`src/sv/mpsp_pkg.sv`:
```
package mpsp_pkg;

   localparam int LOG_IN_WIDTH = 32;
   localparam int LIMIT_WIDTH = 17;

   localparam logic REQ_LOAD = 1'b0;
   localparam logic REQ_READ = 1'b1;

   localparam logic [1:0] REG_GRID_ROWS = 2'd0;
   localparam logic [1:0] REG_GRID_COLS = 2'd1;
   localparam logic [1:0] REG_KMER_HALF = 2'd2;

   typedef struct packed {
      logic                    req_type;
      logic [LOG_IN_WIDTH-1:0] log_match;
      logic [LOG_IN_WIDTH-1:0] log_extend;
   } item_type;

   typedef struct packed {
      logic [10:0] grid_rows;
      logic [8:0]  grid_cols;
      logic [2:0]  kmer_half;
   } cfg_type;

endpackage

```
`src/sv/mpsp_front.sv`:
```
module mpsp_front (
   input  logic               clock,
   input  logic               reset,
   input  logic               req_valid,
   output logic               req_ready,
   input  mpsp_pkg::item_type req_item,
   output logic               q_valid,
   output mpsp_pkg::item_type q_item,
   input  logic               q_pop
);

   mpsp_pkg::item_type slot_ff [2];
   logic       wr_ptr_ff, wr_ptr_in;
   logic       rd_ptr_ff, rd_ptr_in;
   logic [1:0] count_ff, count_in;
   logic       push;
   logic       pop;

   assign req_ready = (count_ff != 2'd2);
   assign push      = req_valid && req_ready;
   assign q_valid   = (count_ff != 2'd0);
   assign q_item    = slot_ff[rd_ptr_ff];
   assign pop       = q_pop && q_valid;

   always_comb begin
      wr_ptr_in = push ? ~wr_ptr_ff : wr_ptr_ff;
      rd_ptr_in = pop ? ~rd_ptr_ff : rd_ptr_ff;
      count_in  = count_ff + 2'(push) - 2'(pop);
   end

   always_ff @(posedge clock) begin
      if (reset) begin
         wr_ptr_ff <= 1'b0;
         rd_ptr_ff <= 1'b0;
         count_ff  <= 2'd0;
      end else begin
         wr_ptr_ff <= wr_ptr_in;
         rd_ptr_ff <= rd_ptr_in;
         count_ff  <= count_in;
      end
   end

   always_ff @(posedge clock) begin
      if (push) begin
         slot_ff[wr_ptr_ff] <= req_item;
      end
   end

endmodule

```
`config.mk`:
```
export PLATFORM = sky130hd
export DESIGN_NAME = mpsp_front
export DESIGN_NICKNAME = d
export VERILOG_FILES = /design/src/sv/mpsp_pkg.sv /design/src/sv/mpsp_front.sv
export SDC_FILE = /design/constraint.sdc
export NUM_CORES = 1
export LEC_CHECK = 0
export ABC_CLOCK_PERIOD_IN_PS = 4900
export BUFFER_PORTS_ARGS = -buffer_cell sky130_fd_sc_hd__buf_2
export CORE_MARGIN = 4
export CORE_UTILIZATION = 52
export CTS_BUF_LIST = sky130_fd_sc_hd__clkbuf_8 sky130_fd_sc_hd__clkbuf_16
export DETAILED_ROUTE_END_ITERATION = 8
export PLACE_DENSITY_LB_ADDON = 0.08
export SYNTH_ARGS = -nofsm -noshare
export SYNTH_HDL_FRONTEND = slang
export SYNTH_SLANG_ARGS = --single-unit
```
`constraint.sdc`:
```
create_clock -name clock -period 4.9 [get_ports clock]
set_input_delay 0.245 -clock clock [delete_from_list [all_inputs] [get_ports clock]]
set_output_delay 0.245 -clock clock [all_outputs]
set_load 0.02 [all_outputs]
```
; Yosys cells after proc, flatten, opt, wreduce, memory -nomap -nowiden
; Memory sizes are Yosys's and may differ from the RTL's. A register that Yosys moved wholly into a read port is not among the register bits.
; Index checks and enable logic that the tools add are counted.
[totals]
register_bits = 4
n_memories = 1
mem_bits_rw = 130
[mem_list]
columns = name, depth, word_bits, rd, rd_ports_with_merged_regs, write_ports, line
row1 = slot_ff, 2, 65, 1, 1, 1, mpsp_front.sv:12  ; mpsp_pkg::item_type slot_ff [2];
[op_classes]
n_mux = 4
add_sub_neg = 2
reduce_logical = 3
n_bitwise = 2
n_eq_ne = 1
[ops]
columns = operator, n
row1 = 2-to-1 mux 1 bit, 4
row2 = adder 2 x 1 -> 2 bit, 1
row3 = logical AND 1 bit, 2
row4 = "!= test 2 bit, second input constant", 1
row5 = inverter 1 bit, 2
row6 = nonzero test 2 bit, 1
row7 = subtractor 2 x 1 -> 2 bit, 1

; Depth between registers and ports, before layout
; Gate-level depths: netlist of run 1.
[depth]
word_depth = 4
ltp_mapped = 8
ltp_nobuf = 8

; Worst setup path after synthesis of run 1
; No wires, ideal clock.
[synth_path]
path_kind = register to register
from = register count_ff[0]
to = memory slot_ff[0][0] (netlist bit) (enable)
stages_incl_launch_ff = 4
n_path_buf = 0
synth_period_minus_slack_ns = 3.858
path_slack_ns = 1.042
required_ns = 4.412
t_arrival_ns = 3.370
setup_ns = 0.488
cell_sequence = dfxtp_1 nand2b_2 nand2_1 nor2_1
[synth_via]
elab_chain_cells = 4
[synth_lines]
columns = item, line
row1 = from (decl), mpsp_front.sv:15  ; logic [1:0] count_ff, count_in;
row2 = from (signal assigned), mpsp_front.sv:39  ; count_ff <= count_in;
row3 = != test 2 bit, mpsp_front.sv:19  ; assign req_ready = (count_ff != 2'd2);
row4 = named net req_ready, mpsp_front.sv:5  ; output logic req_ready,
row5 = logical AND 1 bit, mpsp_front.sv:20  ; assign push = req_valid && req_ready;
row6 = 2-to-1 mux 1 bit, mpsp_front.sv:44  ; if (push) begin
row7 = 2-to-1 mux 1 bit (not written as such), mpsp_front.sv:45  ; slot_ff[wr_ptr_ff] <= req_item;
row8 = to (decl), mpsp_front.sv:12
; The timed path passes the listed nets, and every way through them passes these cells.

==> impl_metrics.yaml, run 1 <==
synthesis:
  synth.net_count: 297
  synth_area_um2: 5130
  post_synth.cell_area_avg_um2: 22.7
  synth_seq_cells: 135
  yosysSeqAreaShare: 0.781
  synth.distinct_cells: 17
  syn-instance-count: 226
  ys_warn_count: 0
floorplan:
  dieWidth_um: 107
  die_height_um: 107
  core-area_um2: 9420
  die_area_um2: 11500
  initial_utilization: 0.544
  io_pins: 136
  fp-row-count: 35
pwr:
  power_density_nw_per_um2: 535
  p_leak_nw: 2.87
  finalPower_mw: 3.86
  vdd_drop_max_v: 0.000496
global_route:
  grt_pass1_wl_um: 15000
  grt_max_degree: 66
  grt-ovfl-total: 0
  grt_usage: 0.175
  antenna_found_initial: 0
  grt_pass1_vias: 3007
placement:
  io_buffers: 135
  place_area_um2: 5920
  routabilityCongestion: 0.684
  dp_hpwl_um: 5570
routing:
  antenna_left: 0
  routed_wl_um: 9460
  dr.first_iter.drc_count: 96
  first_pass_iters: 4
  drc_errors: 0
  routedWlPerCell_um: 16.2
  num_vias: 2724
  avgViaCountPerCell: 4.67
clocking:
  cts_tree: "built"
  hold_buffers: 66
  cts_setup_buffers: 0
  clk_pin_slew_worst_paths_ns: 0.06
  cts_resized: 0
  cts.sinks: 135
  cts-buffers-inserted: 17
  clock_path_buffers: 2
  htree_num_levels: 4
  worstSkewPairLatency_ns: 0.50
  cts_root_buf: "clkbuf_8"
cells_and_area:
  drive_gt1_frac: 0.522
  final_cell_mix: "buf_2, edfxtp_1, dlygate4sd3_1"
  final_area_um2: 7230
  diodes: 0
  fillers: 532
  syn2layout_area_growth_pct: 41.0
  final_common_cell: "buf_2"
  nets: 512
critical_path:
  critPathCaptureType: "primary output"
  cp-endpoint: "q_item[0]"
  startpoint_type: "register"
  critPathMaxStageDelay_ns: 1.10
  r2r_end: "slot_ff[0][29]"
  reg2reg_from: "count_ff[0]"
  crit_slowest_cell: "dfxtp_4"
  reg2regPathDepth: 4
  path_cells: "mux2_2 > buf_2"
  r2r_slack_ns: 2.47
  cp.required_ns: 4.66
  crit_arrival_ns: 2.23
  worstPathMaxFanout: 65
  critPathKind: "reg -> out"
run_status:
  status: "finished, final reports clean"
timing:
  fmax_ghz: 0.404
  maxSlewViolCount: 0
  setup_viol: 0
  slew_headroom: 0.197
  setup_tns_ns: 0
  finalHoldViolations: 0
  finalCriticalPeriod_ns: 2.48
  rsz0062_at_grt: "false"
  skew_ns: 0.00717
  worstMarginPinSlew_ns: 1.20
  post-route-period-util: 0.506
min_path:
  hold_path.class: "in -> reg"
  hold_start: "q_pop"
job:
  max_cap_viol_count: 0
[cell usage after synthesis (all sizes together)]
master  instances  area share
and3            1      0.0012
buf             7       0.014
dfxtp           5       0.020
edfxtp        130        0.76
ha              2      0.0049
inv             1     0.00073
mux2           66        0.18
nand2           1     0.00073
nand2b          1      0.0017
nor2            5      0.0037
nor2b           2      0.0024
o21a            1      0.0015
or2             1      0.0012
xnor2           2      0.0034
xor2            1      0.0017
[flip-flops by register name, indices dropped and copies added, names as in the netlist, named ones only]
name / cells
count_ff: 2
slot_ff: 130
rd_ptr_ff: 1
wr_ptr_ff: 1
[per-layer routing]
| layer | wire length [um] | track usage |
|---|---|---|
| met5 | 0 | 0 |
| met4 | 121 | 0.0731 |
| met3 | 619 | 0.0552 |
| met2 | 5000 | 0.302 |
| met1 | 3730 | 0.200 |
[power breakdown]
part           switching [mW]  leakage (nW)  internal (mW)
clock                   0.446         0.310          0.922
sequential              0.129          1.26           1.45
combinational           0.459          1.30          0.452
[worst min path at each step]
stage | slack, ns | endpoint | cells after the start
2_1_floorplan | 0.32 | count_ff[0] | 1
3_3_place_gp | 0.43 | slot_ff[0][6] | 1
3_5_place_dp | 0.44 | slot_ff[1][14] | 1
4_1_cts | 0.15 | rd_ptr_ff | 4
5_1_grt | 0.20 | rd_ptr_ff | 4
6_report | 0.17 | rd_ptr_ff | 4
[logic make-up after synthesis]
logic type | Yosys count | share of synthesized area
AO/OA/AOI/OAI | 1 | 0.00147
XOR/XNOR | 3 | 0.00513
adder cells (fa/ha/maj) | 2 | 0.00488
buffers and inverters | 8 | 0.0149
flip-flops | 135 | 0.781
multiplexers | 66 | 0.182
AND/OR/NAND/NOR | 11 | 0.0110
[critical path, delay by kind of cell, from the launching register on]
family	cells	cell delay [ns]
buffers and inverters	1	0.16
DFF	1	1.10
muxes	1	0.43
[layout make-up]
| class | instances | area, um2 | share of cell area |
|---|---|---|---|
| well taps | 129 | 161 | 0.0223 |
| multi-input cells | 83 | 1050 | 0.146 |
| repair buffers | 203 | 1350 | 0.187 |
| inverters | 1 | 3.75 | 0.000519 |
| clock inverters | 15 | 233 | 0.0322 |
| clock buffers | 17 | 414 | 0.0573 |
| flip-flops and latches | 135 | 4010 | 0.555 |
[per-stage QoR]
stage          hold slack, ns  utilization  setup slack, ns  instances
6_report                0.172        0.767             2.42        583
5_1_grt                 0.202        0.767             2.26        583
4_1_cts                 0.152        0.767             2.38        583
3_5_place_dp            0.436        0.629             2.43        485
3_3_place_gp            0.433        0.629             2.49        485
2_1_floorplan           0.317            -             1.04        226
(Power assumes the default switching activity.)
==> run 2: changes to the inputs <==
--- a/config.mk
+++ b/config.mk
@@ -5,7 +5,7 @@
 export SDC_FILE = /design/constraint.sdc
 export NUM_CORES = 1
 export LEC_CHECK = 0
-export ABC_CLOCK_PERIOD_IN_PS = 4900
+export ABC_CLOCK_PERIOD_IN_PS = 2560
 export BUFFER_PORTS_ARGS = -buffer_cell sky130_fd_sc_hd__buf_2
 export CORE_MARGIN = 4
 export CORE_UTILIZATION = 52
==> constraint.sdc (replaced) <==
create_clock -name clock -period 2.56 [get_ports clock]
set_input_delay 0.128 -clock clock [delete_from_list [all_inputs] [get_ports clock]]
set_output_delay 0.128 -clock clock [all_outputs]
set_load 0.02 [all_outputs]
==> run 2 against run 1 <==
  * Final cell count grew 0.69%
  * Combinational power increased by 110%
  * Flip-flop and latch count unchanged
  * Sequential power grew 85%
  * First-iteration DRC count up 44%
  * Sequential share of layout area grew 0.30 points
  * Routed wire length shrank 1.0%
==> impl_metrics.yaml, run 2 (synthesized netlist as in run 1, its figures left out) <==
critical_path:
  r2r_end: "count_ff[1]"
  path_delay_family: "flip-flops"
  crit_arrival_ns: 1.99
  critPathBufInv: 2
  cp.required_ns: 2.43
  critPathCaptureType: "primary output"
  critPathMaxStageDelay_ns: 0.62
  path_cells: "buf_4 > mux2_4 > buf_2"
  crit_slowest_cell: "dfxtp_4"
  startpoint_type: "register"
  cp-endpoint: "q_item[37]"
  critPathKind: "reg -> out"
  reg2reg_from: "count_ff[0]"
  cp.depth: 3
  worstPathMaxFanout: 23
  reg2regPathDepth: 8
  r2r_slack_ns: 0.94
timing:
  whs_ns: 0.0452
  setup_slack_ns: 0.445
  setup_tns_ns: 0
  maxSlewViolCount: 0
  finalHoldViolations: 0
  worstMarginPinSlew_ns: 0.502
  rsz0062_at_grt: "false"
  skew_ns: 0.0126
  post-route-period-util: 0.826
  fmax_ghz: 0.473
  finalCriticalPeriod_ns: 2.12
  slew_headroom: 0.665
  setup_viol: 0
cells_and_area:
  diodes: 0
  top_register: "slot_ff"
  drive_gt1_frac: 0.528
  final_cell_mix: "buf_2, edfxtp_1, dlygate4sd3_1"
  stdcell_count: 587
  syn2layout_area_growth_pct: 40.2
  final_common_cell: "buf_2"
  nets: 516
  largest_reg_flops: 130
  top_regs: "slot_ff (130), count_ff (2)"
placement:
  placed_cells: 489
  io_buffers: 135
  dp_hpwl_um: 5830
  routabilityCongestion: 0.679
  pre_cts_slack_ns: 0.933
min_path:
  hold_path.class: "in -> reg"
clocking:
  cts_resized: 0
  clk_pin_slew_worst_paths_ns: 0.06
  cts_root_buf: "clkbuf_8"
  cts_tree: "built"
  cts.sinks: 135
  cts-buffers-inserted: 17
  worstSkewPairLatency_ns: 0.51
  clock_path_buffers: 2
  htree_num_levels: 4
global_route:
  grt_usage: 0.171
  grt_pass1_wl_um: 14700
  grt_pass1_vias: 2998
  grt-ovfl-total: 0
  grt_max_degree: 37
  antenna_found_initial: 0
floorplan:
  die_area_um2: 11500
  core-area_um2: 9420
  initial_utilization: 0.544
  dieWidth_um: 107
  fp-row-count: 35
  die_height_um: 107
  io_pins: 136
pwr:
  power_density_nw_per_um2: 981
  vdd_drop_max_v: 0.000707
  p_leak_nw: 2.85
  finalPower_mw: 7.05
routing:
  first_pass_iters: 4
  avgViaCountPerCell: 4.71
  dr.first_iter.drc_count: 138
  routedWlPerCell_um: 16.0
  drc_errors: 0
  num_vias: 2764
  antenna_left: 0
  routed_wl_um: 9370
job:
  max_cap_viol_count: 0
run_status:
  status: "finished, final reports clean"
[run 2: where the power goes]
part	leakage, nW	total [mW]	switching [mW]	internal (mW)
clock network	0.270	2.26	0.879	1.39
logic	1.32	1.87	0.989	0.879
registers	1.26	2.92	0.141	2.78
total	2.85	7.05	2.01	5.04
[run 2: area by class of cell]
| type | count | area [um2] |
|---|---|---|
| clock buffers | 17 | 414 |
| clock inverters | 15 | 151 |
| fillers | 556 | 2230 |
| inverters | 1 | 3.75 |
| multi-input cells | 83 | 1050 |
| flip-flops and latches | 135 | 4010 |
| well taps | 129 | 161 |
| repair buffers | 207 | 1390 |
[run 2: stage by stage]
step | utilization | instance area (um2)
floorplan | - | 5130
detailed placement | 0.633 | 5960
global placement | 0.633 | 5960
global route | 0.763 | 7190
finish | 0.763 | 7190
CTS | 0.763 | 7190
[run 2: tightest hold or removal path: stages]
cell	delay [ns]
buf_2	0.08
o21a_1	0.15
xnor2_1	0.08
nor2_1	0.08
[run 2: repair_timing]
item | CTS | global route
setup endpoints to repair | 0 | 0
hold endpoints to repair | 135 | 0
buffers inserted | 0 | 0
hold buffers | 66 | 0
[run 2: worst min-delay path by stage]
stage | from | slack [ns] | cells past startpoint | end
3_5_place_dp | req_item[21] | 0.32 | 1 | slot_ff[0][21]
6_report | q_pop | 0.05 | 4 | rd_ptr_ff
2_1_floorplan | reset | 0.20 | 1 | count_ff[0]
5_1_grt | q_pop | 0.05 | 4 | rd_ptr_ff
3_3_place_gp | req_item[2] | 0.31 | 1 | slot_ff[1][2]
4_1_cts | q_pop | 0.03 | 4 | rd_ptr_ff
[run 2: per-layer routing]
metal,vias up,routed length [um],GRT usage
met2,92,4930,0.299
li1,1328,-,-
met5,-,0,0
met1,1333,3800,0.196
met3,11,538,0.0618
met4,0,102,0.0511
==> run 3: changes to the inputs <==
--- a/config.mk
+++ b/config.mk
@@ -5,7 +5,7 @@
 export SDC_FILE = /design/constraint.sdc
 export NUM_CORES = 1
 export LEC_CHECK = 0
-export ABC_CLOCK_PERIOD_IN_PS = 2560
+export ABC_CLOCK_PERIOD_IN_PS = 2000
 export BUFFER_PORTS_ARGS = -buffer_cell sky130_fd_sc_hd__buf_2
 export CORE_MARGIN = 4
 export CORE_UTILIZATION = 52
==> constraint.sdc (replaced) <==
create_clock -name clock -period 2 [get_ports clock]
set_input_delay 0.1 -clock clock [delete_from_list [all_inputs] [get_ports clock]]
set_output_delay 0.1 -clock clock [all_outputs]
set_load 0.02 [all_outputs]
==> run 3 against run 2 <==
  * Combinational power increased by 34%
  * Critical path depth unchanged
  * Critical endpoint is now q_item[0]
  * Flip-flop and latch count stayed put
  * Largest cell class unchanged
  * Final cell count is 0.51% higher
  * Highest routed layer unchanged
  * Worst setup slack worse by 0.30 ns
  * Via count up 1.8%
  * Clock skew decreased by 0.0073 ns
==> impl_metrics.yaml, run 3 (synthesized netlist as in run 1, its figures left out) <==
run_status:
  status: "finished, final reports clean"
global_route:
  grtUsageMet3: 0.0690
  grt_max_degree: 33
  use_met2: 0.318
  grt_util_met1: 0.186
  grt_pass1_wl_um: 15100
  grt-ovfl-total: 0
  grt_usage: 0.177
  antenna_found_initial: 0
  top_usage_layer: "met2"
  grt_pass1_vias: 3149
routing:
  first_pass_iters: 4
  drc_errors: 0
  routed_wl_um: 9650
  routedWlPerCell_um: 16.4
  avgViaCountPerCell: 4.77
  dr.first_iter.drc_count: 105
  num_vias: 2814
  antenna_left: 0
critical_path:
  cp.required_ns: 1.90
  crit_arrival_ns: 1.75
  worstPathMaxFanout: 32
  path_cells: "buf_12 > mux2_2 > buf_2"
  critPathCaptureType: "primary output"
  critPathMaxStageDelay_ns: 0.43
  critPathKind: "reg -> out"
  startpoint_type: "register"
  crit_slowest_cell: "dfxtp_4"
  r2r_slack_ns: 0.44
placement:
  routabilityCongestion: 0.729
  io_buffers: 135
  dp_hpwl_um: 5890
floorplan:
  fp-row-count: 35
  die_area_um2: 11500
  io_pins: 136
  core-area_um2: 9420
  die_height_um: 107
  dieWidth_um: 107
  initial_utilization: 0.544
cells_and_area:
  final_common_cell: "buf_2"
  syn2layout_area_growth_pct: 40.2
  top_regs: "slot_ff (130), count_ff (2)"
  nets: 519
  largest_reg_flops: 130
  final_cell_mix: "buf_2, edfxtp_1, dlygate4sd3_1"
  top_register: "slot_ff"
  diodes: 0
  drive_gt1_frac: 0.523
clocking:
  cts_setup_buffers: 0
  clk_pin_slew_worst_paths_ns: 0.06
  htree_num_levels: 4
  cts-buffers-inserted: 17
  cts.sinks: 135
  cts_tree: "built"
  clock_path_buffers: 2
  cts_root_buf: "clkbuf_8"
  worstSkewPairLatency_ns: 0.50
min_path:
  hold_path.class: "in -> reg"
timing:
  rsz0062_at_grt: "false"
  slew_headroom: 0.708
  post-route-period-util: 0.927
  fmax_ghz: 0.539
  skew_ns: 0.00530
  maxSlewViolCount: 0
  setup_tns_ns: 0
  whs_ns: 0.0415
  setup_viol: 0
  finalHoldViolations: 0
  worstMarginPinSlew_ns: 0.439
  finalCriticalPeriod_ns: 1.85
pwr:
  power.share.clock: 0.300
  pwr-share-seq: 0.418
  p_comb_frac: 0.283
  power_density_nw_per_um2: 1230
  netSwitchingFraction: 0.284
  p_leak_nw: 2.87
  vdd_drop_max_v: 0.000646
  p_switching_mw: 2.51
  intPower_mw: 6.32
job:
  max_cap_viol_count: 0
-- run 3: per-stage QoR --
stage / total power [mW] / util / worst slack, ns / area (um2) / instances
finish: 8.83 / 0.763 / 0.145 / 7190 / 590
CTS: 8.94 / 0.763 / 0.115 / 7190 / 590
global placement: 6.14 / 0.637 / 0.496 / 6000 / 491
detailed placement: 6.17 / 0.637 / 0.429 / 6000 / 491
floorplan: 5.48 / - / 0.0128 / 5150 / 226
global route: 9.23 / 0.763 / 0.0659 / 7190 / 590
-- run 3: critical path, delay by kind of cell, from the launching register on --
family | cells | cell delay, ns
muxes | 1 | 0.37
DFF | 1 | 0.43
buffers and inverters | 2 | 0.43
-- run 3: timing repair --
action | 4_1_cts | 5_1_grt
endpoints found under the hold margin | 135 | 0
hold buffers | 67 | 0
gates resized for setup | 0 | 0
-- run 3: routing by layer --
layer  vias to the layer above  routed length [um]
li1                       1333                   -
met1                      1372                3630
met4                         0                 127
met5                         -                   0
met3                        12                 666
met2                        97                5220
-- run 3: final timing paths --
kind                             startpoint     endpoint  cells past startpoint
worst max-delay path               register    q_item[0]                      3
worst min-delay path                  q_pop    rd_ptr_ff                      4
worst max register to register  count_ff[1]  count_ff[1]                      7
worst min register to register    rd_ptr_ff    rd_ptr_ff                      2
-- run 3: power groups by stage --
stage / clock network (mW) / logic [mW] / registers (mW)
finish: 2.65 / 2.50 / 3.69
global route: 2.85 / 2.66 / 3.72
floorplan: 0 / 1.78 / 3.70
global placement: 0 / 2.42 / 3.73
detailed placement: 0 / 2.42 / 3.75
CTS: 2.71 / 2.54 / 3.69
-- run 3: final cells by class --
cell class / instances / area, um2
Fill cell: 571 / 2230
Multi-Input combinational cell: 83 / 1070
Timing Repair Buffer: 210 / 1430
Tap cell: 129 / 161
Inverter: 1 / 3.75
Clock inverter: 15 / 100
Sequential cell: 135 / 4010
Clock buffer: 17 / 414
